--- src/rtl/lrs_pkg.sv ---
// ----------------------------------------------------------------------------
// lrs_pkg
// shared constants, types and register codes of the linear resampler
// ----------------------------------------------------------------------------
package lrs_pkg;

  localparam int SAMPLE_BITS = 16;
  localparam int FRAC_BITS   = 16;
  localparam int MAX_RUN     = 64;

  // configuration port
  localparam int DATA_W = 32;
  localparam int ADDR_W = 3;
  localparam int STEP_W = 20;
  localparam int CHAN_W = 2;

  localparam logic [STEP_W-1:0] STEP_RESET = 20'd65536;
  localparam logic [CHAN_W-1:0] CHAN_RESET = 2'd2;

  // register index, taken from paddr bit 2 (the word address bit)
  localparam logic REG_STEP     = 1'b0;
  localparam logic REG_CHANNELS = 1'b1;

  typedef enum logic [1:0] {
    ST_IDLE,
    ST_MUL,
    ST_EMIT
  } lrs_state_t;

  // lane commands from the sequencer
  typedef struct packed {
    logic prev_from_in;
    logic prev_from_cur;
    logic cur_from_in;
    logic mul_en;
  } lrs_lane_ctl_t;

  // result load into the output register
  typedef struct packed {
    logic load;
    logic last;
  } lrs_emit_t;

endpackage

--- src/rtl/lrs_lane.sv ---
// ----------------------------------------------------------------------------
// lrs_lane
// one channel lane: stored frame sample, new sample and interpolation product
// ----------------------------------------------------------------------------
module lrs_lane #(
  parameter int SAMPLE_BITS = lrs_pkg::SAMPLE_BITS,
  parameter int FRAC_BITS   = lrs_pkg::FRAC_BITS
) (
  input  logic                          clk,
  input  lrs_pkg::lrs_lane_ctl_t        ctl,
  input  logic signed [SAMPLE_BITS-1:0] sample,
  input  logic        [FRAC_BITS-1:0]   frac,
  output logic signed [SAMPLE_BITS-1:0] y
);

  localparam int PW = FRAC_BITS + SAMPLE_BITS + 2;

  logic signed [SAMPLE_BITS-1:0] prev;
  logic signed [SAMPLE_BITS-1:0] cur;
  logic signed [PW-1:0]          prod;
  logic signed [SAMPLE_BITS:0]   diff;
  logic signed [FRAC_BITS:0]     frac_s;
  logic signed [PW-1:0]          prod_next;
  logic signed [PW-1:0]          shifted;

  assign diff      = {cur[SAMPLE_BITS-1], cur} - {prev[SAMPLE_BITS-1], prev};
  assign frac_s    = {1'b0, frac};
  assign prod_next = frac_s * diff;
  // floor of the scaled difference, result stays between prev and cur
  assign shifted   = prod >>> FRAC_BITS;
  assign y         = prev + shifted[SAMPLE_BITS-1:0];

  always_ff @(posedge clk) begin
    if (ctl.prev_from_in) begin
      prev <= sample;
    end else if (ctl.prev_from_cur) begin
      prev <= cur;
    end
    if (ctl.cur_from_in) begin
      cur <= sample;
    end
    if (ctl.mul_en) begin
      prod <= prod_next;
    end
  end

endmodule

--- src/rtl/lrs_ctrl.sv ---
// ----------------------------------------------------------------------------
// lrs_ctrl
// sequencer: read position, run count and lane commands for each frame
// ----------------------------------------------------------------------------
module lrs_ctrl #(
  parameter int FRAC_BITS = lrs_pkg::FRAC_BITS,
  parameter int MAX_RUN   = lrs_pkg::MAX_RUN
) (
  input  logic                          clk,
  input  logic                          rst,
  input  logic                          in_valid,
  input  logic                          restart,
  input  logic                          out_free,
  input  logic [lrs_pkg::STEP_W-1:0]    step,
  output logic                          in_stall,
  output lrs_pkg::lrs_lane_ctl_t        lane_ctl,
  output lrs_pkg::lrs_emit_t            emit,
  output logic [FRAC_BITS-1:0]          frac
);

  localparam int POS_W    = ((FRAC_BITS > lrs_pkg::STEP_W) ? FRAC_BITS : lrs_pkg::STEP_W) + 1;
  localparam int ST_W     = POS_W - 1;
  localparam int CNT_W    = $clog2(MAX_RUN + 1);
  localparam int STEP_MIN = ((1 << FRAC_BITS) + MAX_RUN - 1) / MAX_RUN;

  localparam logic [POS_W-1:0] ONE_POS  = {{(POS_W-1){1'b0}}, 1'b1} << FRAC_BITS;
  localparam logic [ST_W-1:0]  ST_MIN   = ST_W'(STEP_MIN);
  localparam logic [CNT_W-1:0] RUN_LAST = CNT_W'(MAX_RUN);

  lrs_pkg::lrs_state_t state, state_next;
  logic [POS_W-1:0] position, position_next;
  logic [CNT_W-1:0] count, count_next;
  logic             have_prev, have_prev_next;

  logic [ST_W-1:0]  step_ext;
  logic [ST_W-1:0]  st;
  logic [POS_W-1:0] pos_sum;
  logic [CNT_W-1:0] count_inc;
  logic             accept;
  logic             done;

  assign step_ext  = ST_W'(step);
  assign st        = (step_ext < ST_MIN) ? ST_MIN : step_ext;
  assign pos_sum   = position + POS_W'(st);
  assign count_inc = count + 1'b1;
  assign done      = (pos_sum >= ONE_POS) || (count_inc == RUN_LAST);
  assign frac      = position[FRAC_BITS-1:0];
  assign in_stall  = (state != lrs_pkg::ST_IDLE);
  assign accept    = in_valid && !in_stall;

  always_ff @(posedge clk) begin
    if (rst) begin
      state     <= lrs_pkg::ST_IDLE;
      position  <= '0;
      count     <= '0;
      have_prev <= 1'b0;
    end else begin
      state     <= state_next;
      position  <= position_next;
      count     <= count_next;
      have_prev <= have_prev_next;
    end
  end

  always_comb begin
    state_next     = state;
    position_next  = position;
    count_next     = count;
    have_prev_next = have_prev;
    lane_ctl       = '0;
    emit           = '0;
    case (state)
      lrs_pkg::ST_IDLE: begin
        if (accept) begin
          if (!have_prev || restart) begin
            // priming frame only fills the store
            lane_ctl.prev_from_in = 1'b1;
            have_prev_next        = 1'b1;
            if (restart) begin
              position_next = '0;
            end
          end else if (position >= ONE_POS) begin
            // frame with no result
            lane_ctl.prev_from_in = 1'b1;
            position_next         = position - ONE_POS;
          end else begin
            lane_ctl.cur_from_in = 1'b1;
            count_next           = '0;
            state_next           = lrs_pkg::ST_MUL;
          end
        end
      end
      lrs_pkg::ST_MUL: begin
        lane_ctl.mul_en = 1'b1;
        state_next      = lrs_pkg::ST_EMIT;
      end
      lrs_pkg::ST_EMIT: begin
        if (out_free) begin
          emit.load  = 1'b1;
          emit.last  = done;
          count_next = count_inc;
          if (done) begin
            position_next          = (pos_sum >= ONE_POS) ? pos_sum - ONE_POS : '0;
            lane_ctl.prev_from_cur = 1'b1;
            state_next             = lrs_pkg::ST_IDLE;
          end else begin
            position_next = pos_sum;
            state_next    = lrs_pkg::ST_MUL;
          end
        end
      end
      default: begin
        state_next = lrs_pkg::ST_IDLE;
      end
    endcase
  end

endmodule

--- src/rtl/linear_interp_resampler.sv ---
// ----------------------------------------------------------------------------
// linear_interp_resampler
// sample rate converter by linear interpolation, one or two channels
//
//   channel   signals                            direction
//   input     in_valid in_stall in_ch0/1 restart  frame in
//   output    out_valid out_stall out_ch0/1 last  interpolated frame out
//   config    psel penable pwrite paddr pwdata    step, channel_count
//
// a frame is taken in the idle state; each result then passes through the lane
// multipliers and then the output register load, and in_stall stays high until
// the run is over; priming frames and frames with no result stay in idle.
// rst clears the position, run control and output valid; the stored frame
// counts as empty until the first frame after reset or restart.
// a stalled output register holds the run in place until it is taken.
// ----------------------------------------------------------------------------
module linear_interp_resampler #(
  parameter int SAMPLE_BITS = lrs_pkg::SAMPLE_BITS,
  parameter int FRAC_BITS   = lrs_pkg::FRAC_BITS,
  parameter int MAX_RUN     = lrs_pkg::MAX_RUN
) (
  input  logic                          clk,
  input  logic                          rst,
  // input frames
  input  logic                          in_valid,
  output logic                          in_stall,
  input  logic signed [SAMPLE_BITS-1:0] in_ch0,
  input  logic signed [SAMPLE_BITS-1:0] in_ch1,
  input  logic                          restart,
  // results
  output logic                          out_valid,
  input  logic                          out_stall,
  output logic signed [SAMPLE_BITS-1:0] out_ch0,
  output logic signed [SAMPLE_BITS-1:0] out_ch1,
  output logic                          last,
  // configuration
  input  logic                          psel,
  input  logic                          penable,
  input  logic                          pwrite,
  input  logic [lrs_pkg::ADDR_W-1:0]    paddr,
  input  logic [lrs_pkg::DATA_W-1:0]    pwdata,
  output logic [lrs_pkg::DATA_W-1:0]    prdata,
  output logic                          pready
);

  logic [lrs_pkg::STEP_W-1:0] step;
  logic [lrs_pkg::CHAN_W-1:0] channel_count;
  logic                       stereo;
  logic                       cfg_wr;
  logic                       out_free;

  lrs_pkg::lrs_lane_ctl_t     lane_ctl;
  lrs_pkg::lrs_emit_t         emit;
  logic [FRAC_BITS-1:0]       frac;
  logic signed [SAMPLE_BITS-1:0] ch1_in;
  logic signed [SAMPLE_BITS-1:0] y0;
  logic signed [SAMPLE_BITS-1:0] y1;

  assign pready = 1'b1;
  assign cfg_wr = psel && penable && pwrite && pready;
  assign stereo = channel_count[1];
  // mono keeps the second lane at zero
  assign ch1_in = stereo ? in_ch1 : '0;
  assign out_free = !out_valid || !out_stall;

  always_ff @(posedge clk) begin
    if (rst) begin
      step          <= lrs_pkg::STEP_RESET;
      channel_count <= lrs_pkg::CHAN_RESET;
    end else if (cfg_wr) begin
      case (paddr[2])
        lrs_pkg::REG_STEP:     step          <= pwdata[lrs_pkg::STEP_W-1:0];
        lrs_pkg::REG_CHANNELS: channel_count <= pwdata[lrs_pkg::CHAN_W-1:0];
        default: ;
      endcase
    end
  end

  always_comb begin
    case (paddr[2])
      lrs_pkg::REG_STEP:     prdata = {{(lrs_pkg::DATA_W-lrs_pkg::STEP_W){1'b0}}, step};
      lrs_pkg::REG_CHANNELS: prdata = {{(lrs_pkg::DATA_W-lrs_pkg::CHAN_W){1'b0}},
                                       channel_count};
      default:               prdata = '0;
    endcase
  end

  lrs_ctrl #(
    .FRAC_BITS (FRAC_BITS),
    .MAX_RUN   (MAX_RUN)
  ) u_ctrl (
    .clk      (clk),
    .rst      (rst),
    .in_valid (in_valid),
    .restart  (restart),
    .out_free (out_free),
    .step     (step),
    .in_stall (in_stall),
    .lane_ctl (lane_ctl),
    .emit     (emit),
    .frac     (frac)
  );

  lrs_lane #(
    .SAMPLE_BITS (SAMPLE_BITS),
    .FRAC_BITS   (FRAC_BITS)
  ) u_lane0 (
    .clk    (clk),
    .ctl    (lane_ctl),
    .sample (in_ch0),
    .frac   (frac),
    .y      (y0)
  );

  lrs_lane #(
    .SAMPLE_BITS (SAMPLE_BITS),
    .FRAC_BITS   (FRAC_BITS)
  ) u_lane1 (
    .clk    (clk),
    .ctl    (lane_ctl),
    .sample (ch1_in),
    .frac   (frac),
    .y      (y1)
  );

  // output valid: set on a result load, cleared once the result is taken
  always_ff @(posedge clk) begin
    if (rst) begin
      out_valid <= 1'b0;
    end else if (emit.load) begin
      out_valid <= 1'b1;
    end else if (!out_stall) begin
      out_valid <= 1'b0;
    end
  end

  // second lane may still hold a stereo sample on the first mono frame
  always_ff @(posedge clk) begin
    if (emit.load) begin
      out_ch0 <= y0;
      out_ch1 <= stereo ? y1 : '0;
      last    <= emit.last;
    end
  end

endmodule

--- config.mk ---
export PLATFORM = sky130hd
export DESIGN_NAME = linear_interp_resampler
export DESIGN_NICKNAME = d
export VERILOG_FILES = /design/src/rtl/lrs_pkg.sv /design/src/rtl/lrs_lane.sv /design/src/rtl/lrs_ctrl.sv /design/src/rtl/linear_interp_resampler.sv
export SDC_FILE = /design/constraint.sdc
export NUM_CORES = 2
export LEC_CHECK = 0
export BUFFER_PORTS_ARGS = -buffer_cell sky130_fd_sc_hd__buf_2
export CORE_AREA = 4 4 249 251
export DETAILED_ROUTE_END_ITERATION = 6
export DIE_AREA = 0 0 253 255
export GPL_ROUTABILITY_DRIVEN = 0
export PLACE_DENSITY = 0.68
export SYNTH_ARGS = -nofsm -noshare
export SYNTH_HDL_FRONTEND = slang
export SYNTH_SLANG_ARGS = --single-unit
--- constraint.sdc ---
create_clock -name clk -period 13.4 [get_ports clk]
set_clock_uncertainty 0.15 [all_clocks]
set_input_delay 0.67 -clock clk [delete_from_list [all_inputs] [get_ports clk]]
set_output_delay 0.67 -clock clk [all_outputs]
set_load 0.02 [all_outputs]
==> flow_summary.toml <==
[floorplanning]
die_h_um = 255
core_area_mm2 = 0.05991
io_pins = 143
num_rows = 90
initial_core_util_pct = 49.44
fp.dieW_um = 253
dieArea_mm2 = 0.06452

[clocking]
clockBufferDepth = 2
cts_sinks = 183
cts_setup_buffers = 0
insertion_delay_ps = 490
clk_pin_slew_ps = 80
htree_levels = 4
cts-buffers-inserted = 17
cts-root-buf = "clkbuf_16"
ctsResizeCount = 0
cts_tree = "built"
cts_hold_buf = 0

[layout]
final_layout_size_suffix_gt1_share_pct = 8.237
antenna_cells = 0
final_nets = 4171
final_cells = 4157
area_growth_pct = 6.806
fin_area_mm2 = 0.03163

[routing]
ant_nets = 0
dr.pass1.iters = 6
drt-total-wl_um = 70400
viasPerCell = 5.446
wl_per_cell_um = 16.94
drt_iter0_markers = 1406
vias = 22640
drc = 0

[global_route]
grt_pass1_vias = 22880
gr-usage-all-layers_pct = 22.60
grt_max_degree = 45
grt_pass1_wl_um = 117900
grt_overflow_total = 0
grt_antenna_before_repair = 0

[sta]
holdWs_ps = 204.3
relSlewSlack_pct = 20.10
worstMarginPinSlew_ps = 1194
setup_violations = 0
fmax_mhz = 99.88
maxSlewViolCount = 0
setup_slack_ps = 3387
grt_setup_unrepaired = "no"
setup_tns_ps = 0
report.final.hold_viol_count = 0
min_period_ps = 10010
finalCritPeriodShare_pct = 74.72

[setup_path]
worstPathArrival_ps = 10090
cp_max_fo = 23
slowest_stage = "a2111oi_0"
start_kind = "flop"
worst_ep_required_time_ps = 13480
cp-end-kind = "flop"
max_stage_delay_ps = 870
path_class = "reg2reg"

[synth]
yosysMostFrequentCell = "inv_1"
async_flop_share_pct = 0
yosysTopAreaCell = "fa_1"
synth_seq_cells = 183
syn_avg_cell_area_um2 = 8.854
ys.flop_type = "edfxtp_1"
yosysWarnings = 0
synth_cell_types = 75
synthCells = 3345
synth-edff-count = 129
ys_seq_area_share_pct = 16.73
synth_common_cells = "611 x inv_1, 421 x fa_1, 415 x nand2_1"
synth.area.top_cells = "fa_1 28%, ha_1 13%, edfxtp_1 13%"
synth_area_mm2 = 0.02962
synth_top_area_share_pct = 28.46

[outcome]
outcome = "completed"

[power]
p_leak_uw = 0.01570
p_per_area_mw_per_mm2 = 55.51
vdd_ir_drop_max_v = 0.00008852

[run]
drv_cap = 0

[placed_design]
place_inst = 4125
place_area_mm2 = 0.03102
pre_cts_ws_ps = 3536
dp.final_hpwl_um = 53520
port_buffers = 115

[worst_hold_path]
hold_path.class = "in2reg"
[final timing paths]
check | end | slack, ps | depth (start not counted) | start
max reg2reg | u_lane1.prod[31]$_DFFE_PN_ | 3390 | 33 | u_lane1.prev[1]$_DFFE_PP_
max | u_lane1.prod[31]$_DFFE_PN_ | 3390 | 33 | u_lane1.prev[1]$_DFFE_PP_
min reg2reg | step[6]$_SDFFE_PP0P_ | 320 | 2 | step[6]$_SDFFE_PP0P_
min | u_lane0.cur[9]$_DFFE_PP_ | 200 | 1 | in_ch0[9]
[logic make-up after synthesis]
| logic type | share of synthesized area (%) |
|---|---|
| XOR/XNOR | 2.869 |
| multiplexers | 1.462 |
| flip-flops | 16.73 |
| AO/OA/AOI/OAI | 9.252 |
| buffers and inverters | 10.35 |
| AND/OR/NAND/NOR | 17.64 |
| adder cells (fa/ha/maj) | 41.68 |
| other | 0.02536 |
[layer usage]
layer	vias up	track usage [%]	routed length (um)
met3	78	3.485	3686
met4	0	5.579	1386
met5	-	0	0
met2	535	38.90	34660
li1	10770	-	-
met1	11250	30.26	30670
[through the flow]
stage | total power, uW | util [%]
2_1_floorplan | 1039 | -
3_3_place_gp | 1215 | 51.78
3_5_place_dp | 1222 | 51.78
4_1_cts | 1771 | 52.80
5_1_grt | 1855 | 52.80
6_report | 1756 | 52.80
[where the power goes]
part	leakage (uW)	switching [uW]	internal, uW
Sequential	0.00163	12.4	635
Combinational	0.0138	373	193
Clock	0.000297	259	283
Total	0.0157	645	1110
[flip-flops by register name (all words and copies together) (netlist names), 7 cells and up]
name / flops
u_ctrl.position: 21
step: 20
out_ch0: 16
out_ch1: 16
u_lane0.cur: 16
u_lane0.prev: 16
u_lane0.prod: 16
u_lane1.cur: 16
u_lane1.prev: 16
u_lane1.prod: 16
u_ctrl.count: 7
[layout make-up]
type,instances,area [um2]
flip-flops and latches,183,4955
repair buffers,171,996.0
inverters,618,2320
clock inverters,15,190.2
clock buffers,17,425.4
fillers,5614,28270
multi-input cells,2371,21770
well taps,782,978.4
[critical path: cells and delay by family, from the launching register on]
kind | cells | cell delay, ps
AND/OR/NAND/NOR | 4 | 1320
AO/OA/AOI/OAI | 12 | 3530
flip-flops | 1 | 440
buffers and inverters | 8 | 1000
XOR/XNOR | 1 | 180
adder cells (fa/ha/maj) | 8 | 3070
[cell usage in the layout (no fill, tap or decap), types with 12 or more instances in the layout]
cell type and count:
ha_1 313, buf_4 56, or3_1 13, nor2_1 156, xnor2_2 13, a211oi_1 28
nand3_1 127, buf_2 115, o21a_1 15, a22o_1 13, edfxtp_1 129, xnor2_1 58
mux2_2 34, a311oi_1 13, fa_1 421, a31oi_1 30, xor2_1 26, nor3_1 35
o21ai_0 57, nor2b_1 64, a21o_1 24, a21oi_1 101, inv_1 610, and3_1 46
nand2_1 414, and2_1 157, conb_1 13, nand2b_1 20, or2_2 12, o311ai_0 17
nor3b_1 12, dfxtp_1 54, clkbuf_16 17
No activity file was read; power rests on OpenSTA's default activity.
